<file path="src/rtl/rsw_pkg.sv">
// Shared types and constants for the RMS-scaled weight update block.
// No dependencies; imported by rsw_root, rms_scaled_weight_update and the testbench.
package rsw_pkg;

  localparam int unsigned DataW  = 32;
  localparam int unsigned IdxW   = 12;
  localparam int unsigned CfgW   = 16;
  localparam int unsigned CfgIdxW = 2;
  localparam int unsigned MulW   = 33;
  localparam int unsigned ProdW  = 2 * MulW;
  localparam int unsigned QuoW   = 49;

  localparam logic [CfgIdxW-1:0] CFG_LEARNING_RATE = 2'd0;
  localparam logic [CfgIdxW-1:0] CFG_REG_LAMBDA    = 2'd1;
  localparam logic [CfgIdxW-1:0] CFG_DECAY         = 2'd2;
  localparam logic [CfgIdxW-1:0] CFG_STEP_REG      = 2'd3;

  localparam logic [CfgW-1:0] RstLearningRate = 16'd655;
  localparam logic [CfgW-1:0] RstRegLambda    = 16'd0;
  localparam logic [CfgW-1:0] RstDecay        = 16'd58982;

  typedef enum logic [4:0] {
    S_CLEAR, S_IDLE, S_LW, S_GR, S_SQ, S_SQC, S_C1, S_C2, S_CS, S_KICK,
    S_ROOT, S_T, S_TS, S_U1, S_U2, S_U3, S_OUT
  } main_state_e;

  typedef enum logic [1:0] {
    R_IDLE, R_DIV, R_SQRT, R_DONE
  } root_state_e;

  typedef struct packed {
    logic done;
    logic zero;
  } root_stat_t;

endpackage

</file>
<file path="src/rtl/rsw_root.sv">
// Inverse square root unit: r = isqrt(floor(2^48 / c)), one bit per cycle.
// Restoring division then digit-by-digit root; depends on rsw_pkg.
module rsw_root (
  input  logic                      clk_i,
  input  logic                      rst_ni,
  input  logic                      start_i,
  input  logic [rsw_pkg::DataW-1:0] c_i,
  output logic [rsw_pkg::DataW-1:0] r_o,
  output rsw_pkg::root_stat_t       stat_o
);
  import rsw_pkg::*;

  root_state_e state_q, state_d;
  logic [5:0]        cnt_q, cnt_d;
  logic [DataW-1:0]  div_q, div_d;
  logic [DataW-1:0]  rem_q, rem_d;
  logic [QuoW-1:0]   n_q, n_d;
  logic [QuoW-1:0]   res_q, res_d;
  logic [QuoW-1:0]   bit_q, bit_d;
  logic              zero_q, zero_d;
  logic [DataW:0]    rem_sh;
  logic [QuoW-1:0]   trial;

  always_ff @(posedge clk_i or negedge rst_ni) begin
    if (!rst_ni) begin
      state_q <= R_IDLE;
      zero_q  <= 1'b0;
    end else begin
      state_q <= state_d;
      zero_q  <= zero_d;
    end
  end

  always_ff @(posedge clk_i) begin
    cnt_q <= cnt_d;
    div_q <= div_d;
    rem_q <= rem_d;
    n_q   <= n_d;
    res_q <= res_d;
    bit_q <= bit_d;
  end

  always_comb begin
    state_d = state_q;
    cnt_d   = cnt_q;
    div_d   = div_q;
    rem_d   = rem_q;
    n_d     = n_q;
    res_d   = res_q;
    bit_d   = bit_q;
    zero_d  = zero_q;
    // only the top dividend bit (2^48) is set
    rem_sh  = {rem_q, (cnt_q == 6'(QuoW - 1))};
    trial   = res_q + bit_q;
    case (state_q)
      R_IDLE: begin
        if (start_i) begin
          div_d  = c_i;
          rem_d  = '0;
          n_d    = '0;
          cnt_d  = 6'(QuoW - 1);
          zero_d = (c_i == '0);
          state_d = (c_i == '0) ? R_DONE : R_DIV;
        end
      end
      R_DIV: begin
        // n_q collects the quotient
        if (rem_sh >= {1'b0, div_q}) begin
          rem_d = DataW'(rem_sh - {1'b0, div_q});
          n_d   = {n_q[QuoW-2:0], 1'b1};
        end else begin
          rem_d = rem_sh[DataW-1:0];
          n_d   = {n_q[QuoW-2:0], 1'b0};
        end
        cnt_d = cnt_q - 6'd1;
        if (cnt_q == '0) begin
          res_d   = '0;
          bit_d   = {1'b1, {(QuoW-1){1'b0}}};
          state_d = R_SQRT;
        end
      end
      R_SQRT: begin
        if (n_q >= trial) begin
          n_d   = n_q - trial;
          res_d = (res_q >> 1) + bit_q;
        end else begin
          res_d = res_q >> 1;
        end
        bit_d = bit_q >> 2;
        if (bit_q[0]) state_d = R_DONE;
      end
      R_DONE: begin
        state_d = R_IDLE;
      end
      default: state_d = R_IDLE;
    endcase
  end

  assign r_o         = zero_q ? '1 : res_q[DataW-1:0];
  assign stat_o.done = (state_q == R_DONE);
  assign stat_o.zero = zero_q;

endmodule

</file>
<file path="config.mk">
export PLATFORM = sky130hd
export DESIGN_NAME = rsw_root
export DESIGN_NICKNAME = d
export VERILOG_FILES = /design/src/rtl/rsw_pkg.sv /design/src/rtl/rsw_root.sv
export SDC_FILE = /design/constraint.sdc
export NUM_CORES = 1
export LEC_CHECK = 0
export ABC_CLOCK_PERIOD_IN_PS = 10300
export BUFFER_PORTS_ARGS = -buffer_cell sky130_fd_sc_hd__buf_2
export CAP_MARGIN = 10
export CORE_AREA = 2 2 168 170
export CTS_CLUSTER_SIZE = 16
export DETAILED_ROUTE_END_ITERATION = 10
export DIE_AREA = 0 0 170 172
export PLACE_DENSITY = 0.73
export SLEW_MARGIN = 20
export SYNTH_ARGS = -nofsm -noshare
export SYNTH_HDL_FRONTEND = slang
export SYNTH_SLANG_ARGS = --single-unit
</file>
<file path="constraint.sdc">
create_clock -name clk_i -period 10.3 [get_ports clk_i]
set_clock_uncertainty 0.15 [all_clocks]
set_input_delay 2.06 -clock clk_i [delete_from_list [all_inputs] [get_ports clk_i]]
set_output_delay 2.06 -clock clk_i [all_outputs]
set_load 0.005 [all_outputs]
</file>
Word-level counts from Yosys, hierarchy flattened
Index checks and enable logic that the tools add are counted.
{"block": "totals", "regBits": 220, "in_bits": 35, "out_inout_bits": 34, "wordCells": 54}
{"block": "classes", "add_sub_neg": 5, "magnitude_cmp": 2, "eq_ne": 8, "n_mux": 20, "n_reduce_logical": 11}
{"operator": "2-to-1 mux 49 bit", "count": 5}
{"operator": "case mux 49 bit (2 select lines)", "count": 2}
{"operator": "case mux 49 bit (3 select lines)", "count": 1}
{"operator": "2-to-1 mux 32 bit", "count": 3}
{"operator": "case mux 32 bit (2 select lines)", "count": 1}
{"operator": "adder 48 x 49 -> 49 bit", "count": 1}
{"operator": "adder 49 bit", "count": 1}
{"operator": ">= comparator 49 bit", "count": 1}
{"operator": "subtractor 49 bit", "count": 1}
{"operator": ">= comparator 33 x 32 -> 1 bit", "count": 1}
{"operator": "logical NOT 32 bit", "count": 1}
{"operator": "subtractor 32 bit", "count": 1}
{"operator": "case mux 6 bit (2 select lines)", "count": 1}
{"operator": "2-to-1 mux 2 bit", "count": 4}
{"operator": "!= test 2 bit (second input constant)", "count": 4}
{"operator": "case mux 2 bit (4 select lines)", "count": 1}
{"operator": "equality test 6 bit (second input constant)", "count": 1}
{"operator": "logical NOT 6 bit", "count": 1}
{"operator": "2-to-1 mux 6 bit", "count": 1}
{"operator": "AND reduction 2 bit", "count": 3}
{"operator": "AND reduction 3 bit", "count": 2}
{"operator": "subtractor 6 x 1 -> 6 bit (second input constant)", "count": 1}
{"operator": "equality test 2 bit (second input constant)", "count": 2}
{"operator": "nonzero test 2 bit", "count": 2}
{"operator": "other kinds (4)", "count": 4}

Depth between registers and ports, before layout
{"block": "logic_depth", "depth_word": 4, "mapped_depth": 25, "ltp_nobuf": 23}

Worst setup path after synthesis
OpenSTA, ideal clock, no wires.
{"block": "synth_timing", "kind": "register to register", "from": "register bit_q[0]", "to": "register n_q[0], enable pin", "setup_time_ns": 0.529, "arrival_ns": 8.490, "required_ns": 9.621, "slack_ns": 1.130, "stages_incl_launch_ff": 24, "n_path_buf": 2, "synth_period_minus_slack_ns": 9.170, "cell_sequence": "edfxtp_1 -> ha_1 -> ha_1 -> a21o_1 -> a31o_2 -> a21oi_1 -> o21ai_0 -> a31o_2 -> a31oi_1 -> o21ai_0 -> nor2b_1 -> o21ai_0 -> xor2_1 -> ha_1 -> and3_1 -> nand2_1 -> or4_1 -> a311oi_1 -> o211ai_1 -> o21a_1 -> o211a_1 -> buf_2 -> clkbuf_1 -> a211oi_1"}
{"block": "synth_between", "elab_chain_len": 4}
{"element": "start: declaration", "line": "rsw_root.sv:19", "text": "logic [QuoW-1:0] bit_q, bit_d;"}
{"element": "start signal: assignment", "line": "rsw_root.sv:40", "text": "bit_q <= bit_d;"}
{"element": "adder 49 bit", "line": "rsw_root.sv:54", "text": "trial = res_q + bit_q;"}
{"element": ">= comparator 49 bit", "line": "rsw_root.sv:83", "text": "if (n_q >= trial) begin"}
{"element": "!= test 2 bit (no line)"}
{"element": "AND reduction 3 bit (no line)"}
{"element": "end signal: assignment", "line": "rsw_root.sv:38", "text": "n_q <= n_d;"}
{"element": "end: declaration", "line": "rsw_root.sv:17", "text": "logic [QuoW-1:0] n_q, n_d;"}
No other way between the ends.
A chain may end at the register's enable or synchronous reset.

Final worst setup path
{"block": "layout_timing", "from": "register res_q[2]", "to": "register n_q[2], enable pin"}
{"block": "layout_between", "elab_chain_len": 4}
{"element": "start: declaration", "line": "rsw_root.sv:18", "text": "logic [QuoW-1:0] res_q, res_d;"}
{"element": "start signal: assignment", "line": "rsw_root.sv:39", "text": "res_q <= res_d;"}
{"element": "adder 49 bit", "line": "rsw_root.sv:54"}
{"element": ">= comparator 49 bit", "line": "rsw_root.sv:83"}
{"element": "!= test 2 bit (no line)"}
{"element": "AND reduction 3 bit (no line)"}
No other way between the ends.

==> impl_summary.md <==
Outcome
The run finished with clean final reports.

Clock network
The clock passes through at most 2 buffers. Clock-pin slew was measured on the worst setup and hold paths at 0.08 ns. CTS placed an instance of clkbuf_16 at the clock tree root.

After clock tree synthesis, the flow added hold-fix buffers numbering 0. The number of gates resized after CTS was 0. For the worst-skew pair, the clock arrives at the later sink with an insertion delay of 0.46 ns. The tree built by TritonCTS fans out to 196 sinks.

The number of CTS-inserted buffers is 17. The H-tree depth is 4. TritonCTS built the clock tree. The number of buffers inserted to repair setup after CTS is 0.

Synthesis
The average instance area after synthesis is 9.12 µm². The instance count of the mapped netlist is 1,758. The commonest register cell after synthesis is edfxtp_1. The area of the mapped netlist is 16,000 µm².

In this run the biggest area consumer among cell types represents 36.1% of the synthesized area. The register bit total from synthesis is 196. The number of synthesized flops with an enable pin is 193.

The leading area contributor after synthesis is edfxtp_1. After synthesis, flip-flops and latches occupy 36.6% of the total area. The number of nets produced by synthesis is 1,932. The warning count from the yosys run is 0. The share of synthesized registers carrying an async set or reset is 1.53%. Ranked by total cell area, the synthesized netlist is headed by edfxtp_1, ha_1, xnor2_1. The number of library cell types mapped by synthesis is 72.

Placement
Detailed placement ended at an HPWL of 28,000 µm. The number of cells in the design after placement is 2,116. The count of port buffers added during placement is 68. The placer's final routability congestion estimate is 0.967.

STA
After routing, the total negative slack on setup checks comes to 0 ns. The worst path uses 67.1% of the clock period. The number of hold-slack violations in the final timing report is 0.

Derived from the worst setup path, the maximum achievable clock frequency is 145 MHz. The final critical-path required period is 6.91 ns. Setup repair after global routing left no endpoint under its margin.

The count of final max-slew check failures was 0. The minimum hold slack is 0.413 ns. For the pin with the worst max-slew slack, the measured transition is 1.05 ns. The worst pin sits at a relative slew slack of 29.7%. The number of endpoints failing setup at the final stage is 0.

Layout
Leaving out fill and tap cells, the most frequent cells in the layout are edfxtp_1, nand2_1, nor2_1, ha_1, a21oi_1. The register cell area after layout is 5870 µm². After filler insertion, the fill cell instance count of the layout stands at 2,282.

The multi-input logic area is 9650 µm². 0 antenna diodes ended up in the layout. Cells with a size suffix above 1 make up 9.82% of the layout.

The filler-free cell count of the finished design is 2,149. Cells fill 62.8% of the core in the end. The area overhead of the layout relative to synthesis is 7.61%. The number of nets in the layout is 1,964.

The commonest non-fill, non-tap cell in the layout is edfxtp_1.

Worst setup path
The endpoint identified for the worst register-to-register timing path is n_q[2]$_DFFE_PP_. The arrival time reported for the critical path endpoint is 6.87 ns. The source of the worst register-to-register timing path is res_q[2]$_SDFFCE_PN0P_. The element type at the critical path end is a flop. The worst setup path is launched from a flop. The number of cells on the worst reg-to-reg path is 22. The critical path start-end classification is flop to flop.

The critical-path maximum fanout is 36. At the worst endpoint, the required time is 10.26 ns. For flop-to-flop paths, the worst setup slack is 3.39 ns.

Hold path
In this run the most critical hold path is launched from n_q[34]$_DFFE_PP_. The worst hold path passes through 2 cells. The type of the worst min-delay path is flop to flop. The worst hold path terminates at n_q[35]$_DFFE_PP_.

GRT
The total track usage is 26.9%. The initial antenna violation count is 0. Entering global routing, the biggest net connects 75 pins. The first global-routing pass estimated 63,200 µm of wire. The via count of the first global-routing pass was 12,748. The total overflow left after global routing is 0.

Floorplan
In this run the vertical extent of the chip is 172 µm. The width of the die is 170 µm. The area of the core region is 27,500 µm². For this design the top-level I/O count stands at 69. The initial utilization of the core area, before any placement, comes to 58.4%. The placement row count is 61. The floorplan step defined a die boundary enclosing 29,200 µm².

Route
The final routed DRC violation total is 0. Dividing the detail-routed via count by the number of cells gives 6.17. The number of detailed-route iterations in the first pass is 8. Detailed routing inserted a total of 13,263 vias. The first routing iteration left 1,180 violations. Summed over all layers, the routed wires come to 38,600 µm. The remaining number of nets flagged by the antenna check after routing is 0. After detailed routing, the average wire length per cell comes to 18.0 µm.

Flow run
The tool flagged a number of max-cap violations equal to 0.
## layer usage
metal | share of wire [%] | vias up | GRT usage [%] | routed length [µm]
met1 | 46 | 6269 | 36.6 | 17800
li1 | - | 6524 | - | -
met3 | 5.6 | 49 | 3.98 | 2150
met2 | 47 | 421 | 45.4 | 18000
met4 | 1.7 | 0 | 6.58 | 674
met5 | 0 | - | 0 | 0
## critical path, stage by stage (launching register included)
cell,delay (ns)
edfxtp_1,0.47
ha_1,0.38
a21o_1,0.21
a31o_2,0.27
a21oi_1,0.29
o21ai_0,0.19
a31o_2,0.30
a31oi_1,0.23
o21ai_0,0.16
nor2b_1,0.15
o21ai_0,0.19
xor2_1,0.11
ha_1,0.40
and3_1,0.23
nand2_1,0.09
or4_1,0.51
a311oi_1,0.28
o211ai_1,0.14
o21a_1,0.18
o211a_1,0.23
buf_4,0.27
a211oi_4,0.63
buf_4,0.49
## area by class of cell
type                       count  share of cell area (%)
multi-input combinational   1422                    55.9
sequential                   196                    34.0
clock buffer                  20                    2.70
timing repair buffer          81                    2.58
tap                          346                    2.51
inverter                      72                    1.57
clock inverter                12                   0.703
## cell usage after synthesis (19+ instances only)
cell type and number:
nand3_1 32, clkbuf_1 59, xnor2_1 80, o21bai_1 29, a22oi_1 19, nor2b_1 48, nor2_1 149, nand2_1 157
o21ai_0 116, mux2i_1 54, inv_1 71, ha_1 137, nor3_1 29, edfxtp_1 193, nand2b_1 21, or2_2 33
nand4_1 28, xor2_1 56, a31oi_1 46, and2_1 39, a21oi_1 131, a21o_1 48
## per-stage QoR
stage | instance area, µm² | worst slack [ns]
2_1_floorplan | 16000 | 1.13
3_3_place_gp | 16700 | 3.17
3_5_place_dp | 16700 | 2.98
4_1_cts | 17200 | 2.96
5_1_grt | 17300 | 2.91
6_report | 17300 | 3.39
## flip-flops by register name (all words and copies together), names as in the netlist
name / count
rem_q: 32
state_q: 2
bit_q: 25
div_q: 32
res_q: 49
n_q: 49
zero_q: 1
cnt_q: 6
## cell families after synthesis
kind of cell               after synthesis  share of synthesized area, %
xor gates and xnor gates               136                          7.43
AOI/OAI and AO/OA                      506                          20.3
muxes                                   54                          3.37
DFF                                    196                          36.6
buffers and inverters                  140                          3.51
adders and majority gates              139                          10.9
and+or+nand+nor                        587                          17.8
## how the worst max path moves through the flow
stage | start | to | slack [ns] | cells after the start
final | res_q[2]$_SDFFCE_PN0P_ | n_q[2]$_DFFE_PP_ | 3.39 | 22
after global routing | res_q[2]$_SDFFCE_PN0P_ | n_q[2]$_DFFE_PP_ | 2.91 | 22
after CTS | res_q[2]$_SDFFCE_PN0P_ | n_q[41]$_DFFE_PP_ | 2.96 | 22
after detailed placement | bit_q[0]$_SDFFCE_PN0P_ | n_q[40]$_DFFE_PP_ | 2.98 | 23
after global placement | bit_q[0]$_SDFFCE_PN0P_ | n_q[39]$_DFFE_PP_ | 3.17 | 23
after floorplan | bit_q[0]$_SDFFCE_PN0P_ | n_q[0]$_DFFE_PP_ | 1.13 | 23
Power is left out: the tool's default activity adds up to more than one toggle a clock period on the data nets, which glitch-free logic cannot reach.
